$ cat src/hw/rtl/kmc_pkg.sv
package kmc_pkg;

   // Store sizes and coordinate width.
   localparam int MAX_POINTS   = 1024;
   localparam int MAX_CLUSTERS = 64;
   localparam int COORD_BITS   = 16;

   localparam int PT_AW  = $clog2(MAX_POINTS);
   localparam int CL_AW  = $clog2(MAX_CLUSTERS);
   localparam int PCNT_W = $clog2(MAX_POINTS + 1);
   localparam int K_W    = $clog2(MAX_CLUSTERS + 1);
   localparam int ITER_W = 8;
   localparam int SUM_W  = COORD_BITS + PCNT_W;
   localparam int DIST_W = 2 * COORD_BITS + 1;

   // Request function codes.
   localparam logic [1:0] FUNC_LOAD = 2'd0;
   localparam logic [1:0] FUNC_RUN  = 2'd1;
   localparam logic [1:0] FUNC_CENT = 2'd2;
   localparam logic [1:0] FUNC_ASGN = 2'd3;

   // Response status codes.
   localparam logic [1:0] ST_OK    = 2'd0;
   localparam logic [1:0] ST_BAD_K = 2'd1;
   localparam logic [1:0] ST_RANGE = 2'd2;
   localparam logic [1:0] ST_FULL  = 2'd3;

   // Configuration register indexes.
   localparam logic CSR_NUM_CLUSTERS = 1'b0;
   localparam logic CSR_MAX_ITER     = 1'b1;

   localparam logic [K_W-1:0]    NUM_CLUSTERS_RST = K_W'(8);
   localparam logic [ITER_W-1:0] MAX_ITER_RST     = ITER_W'(100);

   typedef struct packed {
      logic [1:0]                   func;
      logic signed [COORD_BITS-1:0] x_coord;
      logic signed [COORD_BITS-1:0] y_coord;
      logic [PT_AW-1:0]             item_index;
   } req_type;

   typedef struct packed {
      logic [1:0]                   status;
      logic signed [COORD_BITS-1:0] out_x;
      logic signed [COORD_BITS-1:0] out_y;
      logic [CL_AW-1:0]             cluster;
      logic [PCNT_W-1:0]            tally;
      logic                         converged;
   } rsp_type;

   typedef struct packed {
      logic signed [COORD_BITS-1:0] x;
      logic signed [COORD_BITS-1:0] y;
   } point_type;

endpackage

$ cat src/hw/rtl/kmc_div.sv
module kmc_div
   import kmc_pkg::*;
(
   input  logic                         clock,
   input  logic                         reset,
   input  logic                         start,
   input  logic signed [SUM_W-1:0]      dividend,
   input  logic [PCNT_W-1:0]            divisor,
   output logic                         done,
   output logic signed [COORD_BITS-1:0] quotient
);

   localparam int DCW = $clog2(SUM_W + 1);

   logic              busy_ff;
   logic              done_ff;
   logic              neg_ff;
   logic [DCW-1:0]    cnt_ff;
   logic [PCNT_W-1:0] div_ff;
   logic [PCNT_W-1:0] rem_ff;
   logic [SUM_W-1:0]  quo_ff;
   logic [PCNT_W:0]   trial;
   logic              ge;

   // One restoring step per cycle on the magnitude of the dividend.
   assign trial = {rem_ff, quo_ff[SUM_W-1]};
   assign ge    = (trial >= {1'b0, div_ff});

   always_ff @(posedge clock) begin
      if (reset) begin
         busy_ff <= 1'b0;
         done_ff <= 1'b0;
         cnt_ff  <= '0;
      end else if (start) begin
         busy_ff <= 1'b1;
         done_ff <= 1'b0;
         cnt_ff  <= DCW'(SUM_W);
      end else if (busy_ff) begin
         cnt_ff <= cnt_ff - 1'b1;
         if (cnt_ff == DCW'(1)) begin
            busy_ff <= 1'b0;
            done_ff <= 1'b1;
         end
      end else begin
         done_ff <= 1'b0;
      end
   end

   always_ff @(posedge clock) begin
      if (start) begin
         neg_ff <= dividend[SUM_W-1];
         quo_ff <= dividend[SUM_W-1] ? SUM_W'(-dividend) : SUM_W'(dividend);
         rem_ff <= '0;
         div_ff <= divisor;
      end else if (busy_ff) begin
         rem_ff <= ge ? PCNT_W'(trial - {1'b0, div_ff}) : PCNT_W'(trial);
         quo_ff <= {quo_ff[SUM_W-2:0], ge};
      end
   end

   // The quotient is truncated toward zero, then given its sign back.
   assign done     = done_ff;
   assign quotient = neg_ff ? COORD_BITS'(-quo_ff) : COORD_BITS'(quo_ff);

endmodule

$ cat config.mk
export PLATFORM = sky130hd
export DESIGN_NAME = kmc_div
export DESIGN_NICKNAME = d
export VERILOG_FILES = /design/src/hw/rtl/kmc_pkg.sv /design/src/hw/rtl/kmc_div.sv
export SDC_FILE = /design/constraint.sdc
export NUM_CORES = 1
export LEC_CHECK = 0
export ABC_AREA = 0
export BUFFER_PORTS_ARGS = -buffer_cell sky130_fd_sc_hd__buf_2
export CAP_MARGIN = 20
export CORE_UTILIZATION = 45
export CTS_CLUSTER_SIZE = 12
export DETAILED_ROUTE_END_ITERATION = 6
export PLACE_DENSITY = 0.77
export SLEW_MARGIN = 10
export SYNTH_ARGS = -nofsm -noshare
export SYNTH_HDL_FRONTEND = slang
export SYNTH_SLANG_ARGS = --single-unit
$ cat constraint.sdc
create_clock -name clock -period 5.9 [get_ports clock]
set_clock_uncertainty 0.2 [all_clocks]
set_input_delay 0.885 -clock clock [delete_from_list [all_inputs] [get_ports clock]]
set_output_delay 0.885 -clock clock [all_outputs]
set_load 0.02 [all_outputs]
# ---- After elaboration in Yosys (flattened, before gate mapping)
# Index checks and enable logic that the tools add are counted.
dict set report word_totals {
  ff_bits 57
  latch_bits 0
  mem_bits_rw 0
  mem_bits_ro 0
  input_bits 41
  out_inout_bits 17
  elab_cells 28
  n_memories 0
}
dict set report op_classes {
  addsub 4
  n_mul 0
  div 0
  n_lt_le_gt_ge 1
  n_eq_ne 1
  shifts 0
  muxes 10
  bitwise_logic 1
  n_reduce_logical 3
}
# operator count
set op_table {}
lappend op_table {{2-to-1 mux 27 bit} 3}
lappend op_table {{negation 27 bit} 1}
lappend op_table {{2-to-1 mux 16 bit} 1}
lappend op_table {{negation 16 bit} 1}
lappend op_table {{>= comparator 12 x 11 -> 1 bit} 1}
lappend op_table {{2-to-1 mux 11 bit} 1}
lappend op_table {{subtractor 11 bit} 1}
lappend op_table {{2-to-1 mux 5 bit} 2}
lappend op_table {{equality test 5 x 1 -> 1 bit (second input constant)} 1}
lappend op_table {{subtractor 5 x 1 -> 5 bit (second input constant)} 1}
lappend op_table {{2-to-1 mux 1 bit} 3}
lappend op_table {{OR reduction 3 bit} 1}
lappend op_table {{nonzero test 2 bit} 1}
lappend op_table {{OR reduction 2 bit} 1}
lappend op_table {{inverter 1 bit} 1}

# ---- Longest topological paths before layout
# Gate-level depths: netlist (run 1).
dict set report depth {
  depth_word 4
  depth_mapped 10
  depth_no_buf 9
}

# ---- Worst setup path after synthesis (run 1)
# OpenSTA, ideal clock, no wires.
dict set report synth_timing {
  path_type {input-to-reg}
  startpoint {input dividend[5]}
  endpoint {register quo_ff[14] (data pin)}
  setup_ps 270
  t_arrival_ps 2485
  required_ps 5430
  slack_ps 2944
  stages 6
  path_buffers 1
  cell_sequence {or4_4 buf_6 or4_4 o41ai_2 xor2_1 a21oi_1}
}
dict set report synth_via {
  elab_chain_len 3
}
# item line
set synth_rtl {}
lappend synth_rtl {{from (decl)} kmc_div.sv:7} ;# input logic signed [SUM_W-1:0] dividend,
lappend synth_rtl {{negation 27 bit} kmc_div.sv:52} ;# quo_ff <= dividend[SUM_W-1] ? SUM_W'(-dividend) : SUM_W'(dividend);
lappend synth_rtl {{2-to-1 mux 27 bit} kmc_div.sv:52}
lappend synth_rtl {{2-to-1 mux 27 bit} kmc_div.sv:50} ;# if (start) begin
lappend synth_rtl {{to (signal assigned)} kmc_div.sv:52}
lappend synth_rtl {{to (signal assigned)} kmc_div.sv:57} ;# quo_ff <= {quo_ff[SUM_W-2:0], ge};
lappend synth_rtl {{to (decl)} kmc_div.sv:21} ;# logic [SUM_W-1:0] quo_ff;
# No other way between the ends.
# A chain may end at the register's enable or synchronous reset.

# ---- Worst setup path in the final report (run 1)
dict set report layout_timing {
  startpoint {register quo_ff[0]}
  endpoint {output quotient[12]}
}
dict set report layout_via {
  elab_chain_len 2
}
# item line
set layout_rtl {}
lappend layout_rtl {{negation 16 bit} kmc_div.sv:63} ;# assign quotient = neg_ff ? COORD_BITS'(-quo_ff) : COORD_BITS'(quo_ff);
lappend layout_rtl {{2-to-1 mux 16 bit} kmc_div.sv:63}
lappend layout_rtl {{to (decl)} kmc_div.sv:10} ;# output logic signed [COORD_BITS-1:0] quotient
# No other way between the ends.

==> results.sh, run 1 <==
export IMPL_status="finished clean"
export IMPL_post_cts_resize_count=0
export IMPL_pwr_share_comb=0.267
export IMPL_swShare=0.328
export IMPL_rsz0062_at_grt="false"
export IMPL_place_port_buffers=57
export IMPL_synth_edf_count=39
export IMPL_cts_root_buf="clkbuf_8"
export IMPL_overflow=0
export IMPL_cts_sinks=57
export IMPL_fmax_mhz=287
export IMPL_tns_ns=0
export IMPL_finalNetCount=502
export IMPL_cts_buffers=9
export IMPL_start_util=0.472
export IMPL_peakVddDrop_mv=0.197
export IMPL_drv_slew=0
export IMPL_synth_distinct_cells=56
export IMPL_critPathCaptureType="output port"
export IMPL_design_die_area_um2=8550
export IMPL_place_detailed_hpwl_mm=5.85
export IMPL_hold_violations=0
export IMPL_rows=32
export IMPL_cts_tree="yes"
export IMPL_yosys_warnings=0
export IMPL_die_h_um=92.5
export IMPL_grt_pass1_vias=2866
export IMPL_cp_required_ns=4.82
export IMPL_power_density_nw_per_um2=269
export IMPL_clk_latency_ns=0.34
export IMPL_timing_final_crit_share=0.591
export IMPL_antenna_found_initial=0
export IMPL_power_switching_uw=372
export IMPL_worstSetupPathType="flop to output port"
export IMPL_grt_pass1_wl_mm=13.3
export IMPL_avgSynthCellArea_um2=9.42
export IMPL_synthesis_nets=448
export IMPL_cts_setup_buffers=0
export IMPL_core_area_um2=7810
export IMPL_setup_viol=0
export IMPL_post_drt_via_cell_ratio=5.62
export IMPL_final_cell_mix="buf_2 (57), edfxtp_1 (39), nor2_1 (38)"
export IMPL_die_x_um=92.5
export IMPL_leakage_uw=0.00167
export IMPL_ys_seq_elements=57
export IMPL_startpoint_type="flop"
export IMPL_firstDrtPassIters=4
export IMPL_track_usage=0.196
export IMPL_drv_cap=0
export IMPL_worst_pin_slew_ns=0.825
export IMPL_gp_congestion=0.865
export IMPL_async_flop_share=0
export IMPL_area_delta_synth_final_pct=14.7
export IMPL_cts_clk_slew_worst_paths_ns=0.06
export IMPL_grt_start_max_net_pins=69
export IMPL_layout_commonest_cell="buf_2"
export IMPL_vias=3103
export IMPL_fill_cells=720
export IMPL_cp_max_fo=5
export IMPL_routedWlPerCell_um=14.7
export IMPL_ios=58
export IMPL_clock_power_share=0.280
export IMPL_synth_main_ff_cell="edfxtp_1"
export IMPL_synthCells=391
export IMPL_p_seq_frac=0.453
export IMPL_ctsHoldBuffers=0
export IMPL_diodes=0
export IMPL_worstHoldPathType="flop to flop"
export IMPL_slew_headroom=0.449
export IMPL_intPower_uw=764
export IMPL_final_antenna_net_count=0
export IMPL_h_tree_depth=3
export IMPL_worstPathArrival_ns=2.40
export IMPL_hold_ws_ns=0.276
export IMPL_synth_seq_area_share=0.416
export IMPL_min_period_ns=3.49
export IMPL_utilization=0.541
export IMPL_drc=0
export IMPL_drt_initial_drc_count=171
export IMPL_syn_area_um2=3680
export IMPL_drive_gt1_frac=0.200
export IMPL_routed_wl_mm=8.11
export IMPL_cts_buffer_depth=2
## critical path: stages (launching register included)
cell and delay (ns):
edfxtp_1 0.46, inv_1 0.09, ha_1 0.16, nand2b_1 0.07, or4_1 0.45, nor2_1 0.12
nand2_1 0.10, o31ai_1 0.29, xnor2_1 0.16, buf_2 0.18
## stage by stage
stage	instance area, um^2	power, uW	setup slack, ns	std cells
3_3_place_gp	4030	806	2.81	535
6_report	4220	1140	2.41	552
5_1_grt	4220	1200	2.22	552
4_1_cts	4200	1140	2.40	551
2_1_floorplan	3680	730	2.94	391
3_5_place_dp	4030	820	2.76	535
## per-layer routing
layer  vias up  global-route usage  part of all wire
met4         0              0.0677            0.0097
met1      1487               0.260              0.48
met3        10              0.0394             0.036
met2        73               0.317              0.48
met5         -                   0                 0
li1       1533                   -                 -
## synth_stat cells (2+ instances only)
library cell   n  area share
edfxtp_1      39        0.32
nor2_1        38       0.039
a21oi_1       34       0.046
nand2_1       33       0.034
xnor2_1       28       0.067
inv_1         25       0.025
xor2_1        19       0.045
dfxtp_1       18       0.098
ha_1          15       0.051
o21ai_0       13       0.018
clkbuf_1      11       0.011
nor3_1        10       0.014
o21ai_1        9       0.012
mux2_2         8       0.024
o31ai_1        8       0.016
nand2b_1       7       0.012
nand3_1        7      0.0095
a311oi_1       6       0.014
nor4_1         5      0.0085
a31oi_1        4      0.0068
o21a_1         4      0.0082
or3_1          4      0.0068
a211oi_1       3      0.0061
o41ai_2        3       0.013
or4_1          3      0.0061
a41oi_1        2      0.0048
buf_1          2      0.0020
mux2i_1        2      0.0054
nor2b_1        2      0.0034
o41ai_1        2      0.0048
or4_4          2      0.0061
## sequential cells by signal, summed over array words and instances (netlist names)
register / cells
done: 1
busy_ff: 1
quo_ff: 27
rem_ff: 11
neg_ff: 1
cnt_ff: 5
div_ff: 11
## layout make-up
class / count / area [um^2] / share of cell area
flip-flops and latches: 57 / 1530 / 0.363
inverters: 25 / 93.8 / 0.0222
clock inverters: 4 / 20.0 / 0.00474
clock buffers: 12 / 145 / 0.0344
well taps: 102 / 128 / 0.0302
multi-input cells: 293 / 1990 / 0.470
repair buffers: 59 / 320 / 0.0758
## final timing paths
check	depth (start not counted)	to	start	slack [ns]
worst min register to register	2	done	done	0.28
worst max register to register	8	rem_ff[10]	div_ff[0]	2.83
worst max-delay path	9	quotient[12]	quo_ff[0]	2.41
worst min-delay path	2	done	done	0.28
## power by group through the flow
| stage | Sequential, uW | Clock, uW | Combinational [uW] |
|---|---|---|---|
| after global routing | 520 | 342 | 335 |
| after global placement | 520 | 0 | 286 |
| after floorplan | 508 | 0 | 222 |
| after CTS | 514 | 324 | 300 |
| final | 515 | 319 | 303 |
| after detailed placement | 522 | 0 | 298 |
## logic make-up (layout without fill, tap and decap cells)
kind of cell | Yosys count | in the layout | synth area share
AND/OR/NAND/NOR | 121 | 121 | 0.164
AO/OA/AOI/OAI | 99 | 99 | 0.177
flip-flops | 57 | 57 | 0.416
XOR/XNOR | 47 | 47 | 0.112
buffers and inverters | 41 | 100 | 0.0452
adder cells (fa/ha/maj) | 16 | 16 | 0.0564
multiplexers | 10 | 10 | 0.0299
Note: power is estimated with default switching activity, not from simulation.
==> run 2, diff against run 1 <==
- PLACE_DENSITY: 0.77 -> 0.79
- clock period: 5.9 -> 2.93 ns (I/O delays scaled with it)
==> run 2 against run 1 <==
Global-route usage increased by 0.71 points. Utilization up 2.1 points. Non-clock buffer count up 8. Sequential share of layout area decreased by 1.4 points. Count of clock-buffer cells in the layout shrank 3. Sequential power is 100% higher. Sequential cell count stayed put. Die area unchanged. Cell count is 1.4% higher. Critical path type unchanged. Critical endpoint unchanged.
==> results.sh, run 2 (synthesis results as in run 1) <==
export IMPL_status="finished clean"
export IMPL_rr_worst_depth=8
export IMPL_cp_required_ns=2.29
export IMPL_hold_ws_ns=0.0726
export IMPL_r2r_end="rem_ff[9]"
export IMPL_cp_max_fo=3
export IMPL_core_area_um2=7810
export IMPL_largest_reg_flops=27
export IMPL_ctsHoldBuffers=0
export IMPL_vias=3095
export IMPL_r2r_start="div_ff[0]"
export IMPL_grt_start_max_net_pins=69
export IMPL_ios=58
export IMPL_overflow=0
export IMPL_worst_pin_slew_ns=0.560
export IMPL_routed_wl_mm=8.22
export IMPL_start_util=0.472
export IMPL_cts_sinks=57
export IMPL_hold_violations=0
export IMPL_cts_tree="yes"
export IMPL_startpoint_type="flop"
export IMPL_final_cell_mix="buf_2 (55), edfxtp_1 (39), nor2_1 (37)"
export IMPL_cts_buffers=9
export IMPL_routedWlPerCell_um=14.7
export IMPL_diodes=0
export IMPL_leakage_uw=0.00175
export IMPL_drc=0
export IMPL_worstPathArrival_ns=2.28
export IMPL_cts_root_buf="clkbuf_8"
export IMPL_layout_commonest_cell="buf_2"
export IMPL_final_antenna_net_count=0
export IMPL_design_die_area_um2=8550
export IMPL_firstDrtPassIters=4
export IMPL_place_detailed_hpwl_mm=5.87
export IMPL_timing_final_crit_share=0.997
export IMPL_gp_congestion=0.848
export IMPL_track_usage=0.203
export IMPL_regMostFlops="quo_ff"
export IMPL_r2r_slack_ns=0.30
export IMPL_fin_ws_ns=0.00972
export IMPL_h_tree_depth=3
export IMPL_cts_buffer_depth=2
export IMPL_slew_headroom=0.627
export IMPL_post_drt_via_cell_ratio=5.53
export IMPL_place_port_buffers=57
export IMPL_final_cell_area_um2=4390
export IMPL_rows=32
export IMPL_cts_clk_slew_worst_paths_ns=0.07
export IMPL_setup_viol=0
export IMPL_place_inst=541
export IMPL_critPathCaptureType="output port"
export IMPL_worstSetupPathType="flop to output port"
export IMPL_fmax_mhz=342
export IMPL_drv_cap=0
export IMPL_antenna_found_initial=0
export IMPL_grt_pass1_wl_mm=13.7
export IMPL_hold_path_startpoint="divisor[6]"
export IMPL_area_delta_synth_final_pct=19.1
export IMPL_fill_cells=701
export IMPL_min_period_ns=2.92
export IMPL_reg_largest_list="quo_ff x27, div_ff x11, rem_ff x11"
export IMPL_peakVddDrop_mv=0.276
export IMPL_worstHoldPathType="input pin to flop"
export IMPL_rsz0062_at_grt="true"
export IMPL_final_cells=560
export IMPL_place_ws_ns=0.238
export IMPL_clk_latency_ns=0.34
export IMPL_grt_pass1_vias=2948
export IMPL_hold_end="div_ff[6]"
export IMPL_drv_slew=0
export IMPL_holdPathStages=1
export IMPL_power_density_nw_per_um2=567
export IMPL_die_h_um=92.5
export IMPL_drive_gt1_frac=0.238
export IMPL_placed_area_um2=4090
export IMPL_drt_initial_drc_count=203
export IMPL_finalNetCount=510
export IMPL_die_x_um=92.5
## run 2: changes by cell type in the layout (fill, tap and decap cells not counted), sizes merged
| cell | change |
|---|---|
| buf | +8 |
| clkinvlp | +1 |
| clkbuf | -3 |
| bufinv | +2 |
## run 2: layout make-up
type	instances	area (um^2)	share of cell area
clock inverter	7	95.1	0.0217
clock buffer	9	124	0.0282
sequential	57	1530	0.349
multi-input combinational	293	2040	0.464
tap	102	128	0.0291
timing repair buffer	67	378	0.0861
inverter	25	93.8	0.0214
## run 2: critical path, cell delays in order (launching register included)
cell	delay (ns)
edfxtp_1	0.43
inv_1	0.08
ha_1	0.15
nand2b_1	0.08
or4_4	0.45
nor2_4	0.13
nand2_4	0.08
o31ai_4	0.24
xnor2_1	0.14
buf_4	0.16
## run 2: power by group
group | internal (uW) | total (uW) | switching [uW]
sequential | 959 | 1030 | 73.5
combinational | 270 | 638 | 368
clock | 478 | 817 | 339
total | 1710 | 2490 | 781
## run 2: worst max path at each step
stage | startpoint | endpoint | slack, ns | cells past startpoint
2_1_floorplan | div_ff[0] | rem_ff[1] | 0.39 | 8
3_3_place_gp | dividend[5] | quo_ff[17] | 0.28 | 7
4_1_cts | quo_ff[0] | quotient[12] | 0.002 | 9
6_report | quo_ff[0] | quotient[12] | 0.01 | 9
3_5_place_dp | dividend[5] | quo_ff[14] | 0.24 | 6
5_1_grt | quo_ff[0] | quotient[12] | -0.08 | 9
## run 2: stage by stage
| step | power [uW] | setup TNS (ns) | utilization |
|---|---|---|---|
| final | 2490 | 0 | 0.562 |
| after global routing | 2620 | -0.173 | 0.562 |
| after CTS | 2480 | 0 | 0.555 |
| after detailed placement | 1660 | 0 | 0.524 |
| after global placement | 1640 | 0 | 0.524 |
| after floorplan | 1470 | 0 | - |
## run 2: what timing repair did
| action | CTS | global route |
|---|---|---|
| gates resized for setup | 3 | 11 |
| pin swaps | 0 | 2 |
| endpoints found under the setup margin | 2 | 6 |
| buffers inserted | 2 | 1 |
## run 2: per-layer routing
metal | part of all wire | vias to the layer above | global-route usage
met3 | 0.042 | 10 | 0.0386
met4 | 0.013 | 0 | 0.0612
met5 | 0 | - | 0
met1 | 0.46 | 1468 | 0.270
li1 | - | 1547 | -
met2 | 0.48 | 70 | 0.333
==> run 3, diff against run 2 <==
- clock period: 2.93 -> 2.4 ns (I/O delays scaled with it)
==> run 3 against run 2 <==
The flow now finishes with violations (setup timing). Utilization rose by 7.3 points. Critical path depth did not move. Sequential cell count did not move. Largest power group unchanged. Hold slack barely moved. Via count rose by 8.8%. Register-to-register slack got worse by 0.38 ns. Critical path type unchanged.
==> results.sh, run 3 (synthesis results as in run 1) <==
export IMPL_reg_largest_list="quo_ff x27, div_ff x11, rem_ff x11"
export IMPL_fill_cells=590
export IMPL_drt_initial_drc_count=191
export IMPL_drc=0
export IMPL_routedWlPerCell_um=14.8
export IMPL_r2r_start="quo_ff[26]"
export IMPL_layout_commonest_cell="buf_4"
export IMPL_setup_viol=11
export IMPL_critPathCaptureType="output port"
export IMPL_rsz0062_at_grt="true"
export IMPL_intPower_uw=2160
export IMPL_startpoint_type="flop"
export IMPL_grt_start_max_net_pins=31
export IMPL_ios=58
export IMPL_rr_worst_depth=10
export IMPL_status="complete, but fails checks"
export IMPL_worst_pin_slew_ns=0.587
export IMPL_cp_max_fo=3
export IMPL_holdPathStages=2
export IMPL_hold_path_startpoint="reset"
export IMPL_worstPathArrival_ns=2.22
export IMPL_regMostFlops="quo_ff"
export IMPL_worstHoldPathType="input pin to flop"
export IMPL_place_port_buffers=57
export IMPL_leakage_uw=0.00203
export IMPL_clock_power_share=0.286
export IMPL_timing_final_crit_share=1.16
export IMPL_cts_buffers=9
export IMPL_grt_pass1_wl_mm=14.6
export IMPL_final_cell_mix="buf_4 (59), buf_2 (49), edfxtp_1 (39)"
export IMPL_track_usage=0.217
export IMPL_min_period_ns=2.78
export IMPL_final_cell_area_um2=4960
export IMPL_p_seq_frac=0.395
export IMPL_cts_root_buf="clkbuf_8"
export IMPL_largest_reg_flops=27
export IMPL_core_area_um2=7810
export IMPL_placed_area_um2=4380
export IMPL_grt_pass1_vias=3240
export IMPL_place_detailed_hpwl_mm=6.33
export IMPL_design_die_area_um2=8550
export IMPL_r2r_slack_ns=-0.08
export IMPL_power_switching_uw=999
export IMPL_fin_ws_ns=-0.380
export IMPL_worstSetupPathType="flop to output port"
export IMPL_violations="setup timing"
export IMPL_drive_gt1_frac=0.337
export IMPL_drv_slew=0
export IMPL_firstDrtPassIters=4
export IMPL_final_cells=615
export IMPL_place_inst=580
export IMPL_power_density_nw_per_um2=638
export IMPL_cts_buffer_depth=2
export IMPL_diodes=0
export IMPL_clk_latency_ns=0.34
export IMPL_hold_end="cnt_ff[1]"
export IMPL_area_delta_synth_final_pct=34.5
export IMPL_hold_ws_ns=0.0731
export IMPL_swShare=0.316
export IMPL_die_h_um=92.5
export IMPL_routed_wl_mm=9.07
export IMPL_slew_headroom=0.609
export IMPL_pwr_share_comb=0.319
export IMPL_peakVddDrop_mv=0.356
export IMPL_rows=32
export IMPL_cp_required_ns=1.84
export IMPL_p_total_uw=3160
export IMPL_post_drt_via_cell_ratio=5.47
export IMPL_place_ws_ns=-0.285
export IMPL_hold_violations=0
export IMPL_antenna_found_initial=0
export IMPL_gp_congestion=0.873
export IMPL_vias=3367
export IMPL_r2r_end="rem_ff[2]"
export IMPL_start_util=0.472
export IMPL_final_antenna_net_count=0
export IMPL_cts_tree="yes"
export IMPL_cts_sinks=57
export IMPL_die_x_um=92.5
export IMPL_drv_cap=0
export IMPL_overflow=0
export IMPL_fmax_mhz=360
export IMPL_h_tree_depth=3
export IMPL_cts_clk_slew_worst_paths_ns=0.06
export IMPL_finalNetCount=565
run 3: per-stage QoR:
| step | setup TNS, ns | utilization |
|---|---|---|
| final | -1.67 | 0.635 |
| after floorplan | -0.0830 | - |
| after detailed placement | -3.14 | 0.560 |
| after global routing | -3.64 | 0.635 |
| after global placement | -1.24 | 0.560 |
| after CTS | -1.63 | 0.616 |
run 3: layer usage:
| layer | track usage | share of wire | vias up |
|---|---|---|---|
| li1 | - | - | 1666 |
| met1 | 0.277 | 0.44 | 1615 |
| met2 | 0.360 | 0.51 | 71 |
| met3 | 0.0312 | 0.031 | 15 |
| met4 | 0.107 | 0.019 | 0 |
| met5 | 0 | 0 | - |
run 3: repair_timing:
item | in CTS | in global routing
setup endpoints to repair | 22 | 22
setup buffers | 3 | 4
gates cloned | 1 | 0
hold endpoints to repair | 11 | 0
hold buffers | 11 | 0
gates resized for setup | 22 | 26
pin swaps | 5 | 13
run 3: how the worst max path moves through the flow:
stage	end	cells after the start	startpoint	slack, ns
detailed placement	rem_ff[10]	9	quo_ff[26]	-0.29
floorplan	rem_ff[1]	8	div_ff[0]	-0.04
global route	quotient[12]	9	quo_ff[0]	-0.49
CTS	quotient[12]	9	quo_ff[0]	-0.36
finish	quotient[12]	9	quo_ff[0]	-0.38
global placement	quo_ff[14]	6	dividend[5]	-0.10
run 3: cell type report:
type / count / area [um^2] / area share
clock inverters: 1 / 6.26 / 0.00126
well taps: 102 / 128 / 0.0258
multi-input cells: 294 / 2180 / 0.440
clock buffers: 15 / 196 / 0.0396
flip-flops and latches: 57 / 1530 / 0.309
inverters: 25 / 93.8 / 0.0189
repair buffers: 121 / 821 / 0.166
run 3: worst max-delay path, cell delays in order, from the launching register on:
cell	delay, ns
edfxtp_1	0.40
inv_1	0.08
ha_1	0.16
nand2b_1	0.08
or4_4	0.44
nor2_4	0.12
nand2_4	0.08
o31ai_4	0.23
xnor2_1	0.14
buf_4	0.16
run 3: power by group through the flow:
| stage | clock [uW] | combinational, uW | sequential [uW] |
|---|---|---|---|
| floorplan | 0 | 550 | 1250 |
| global placement | 0 | 835 | 1260 |
| detailed placement | 0 | 863 | 1260 |
| CTS | 916 | 938 | 1240 |
| global route | 964 | 1100 | 1260 |
| finish | 904 | 1010 | 1250 |
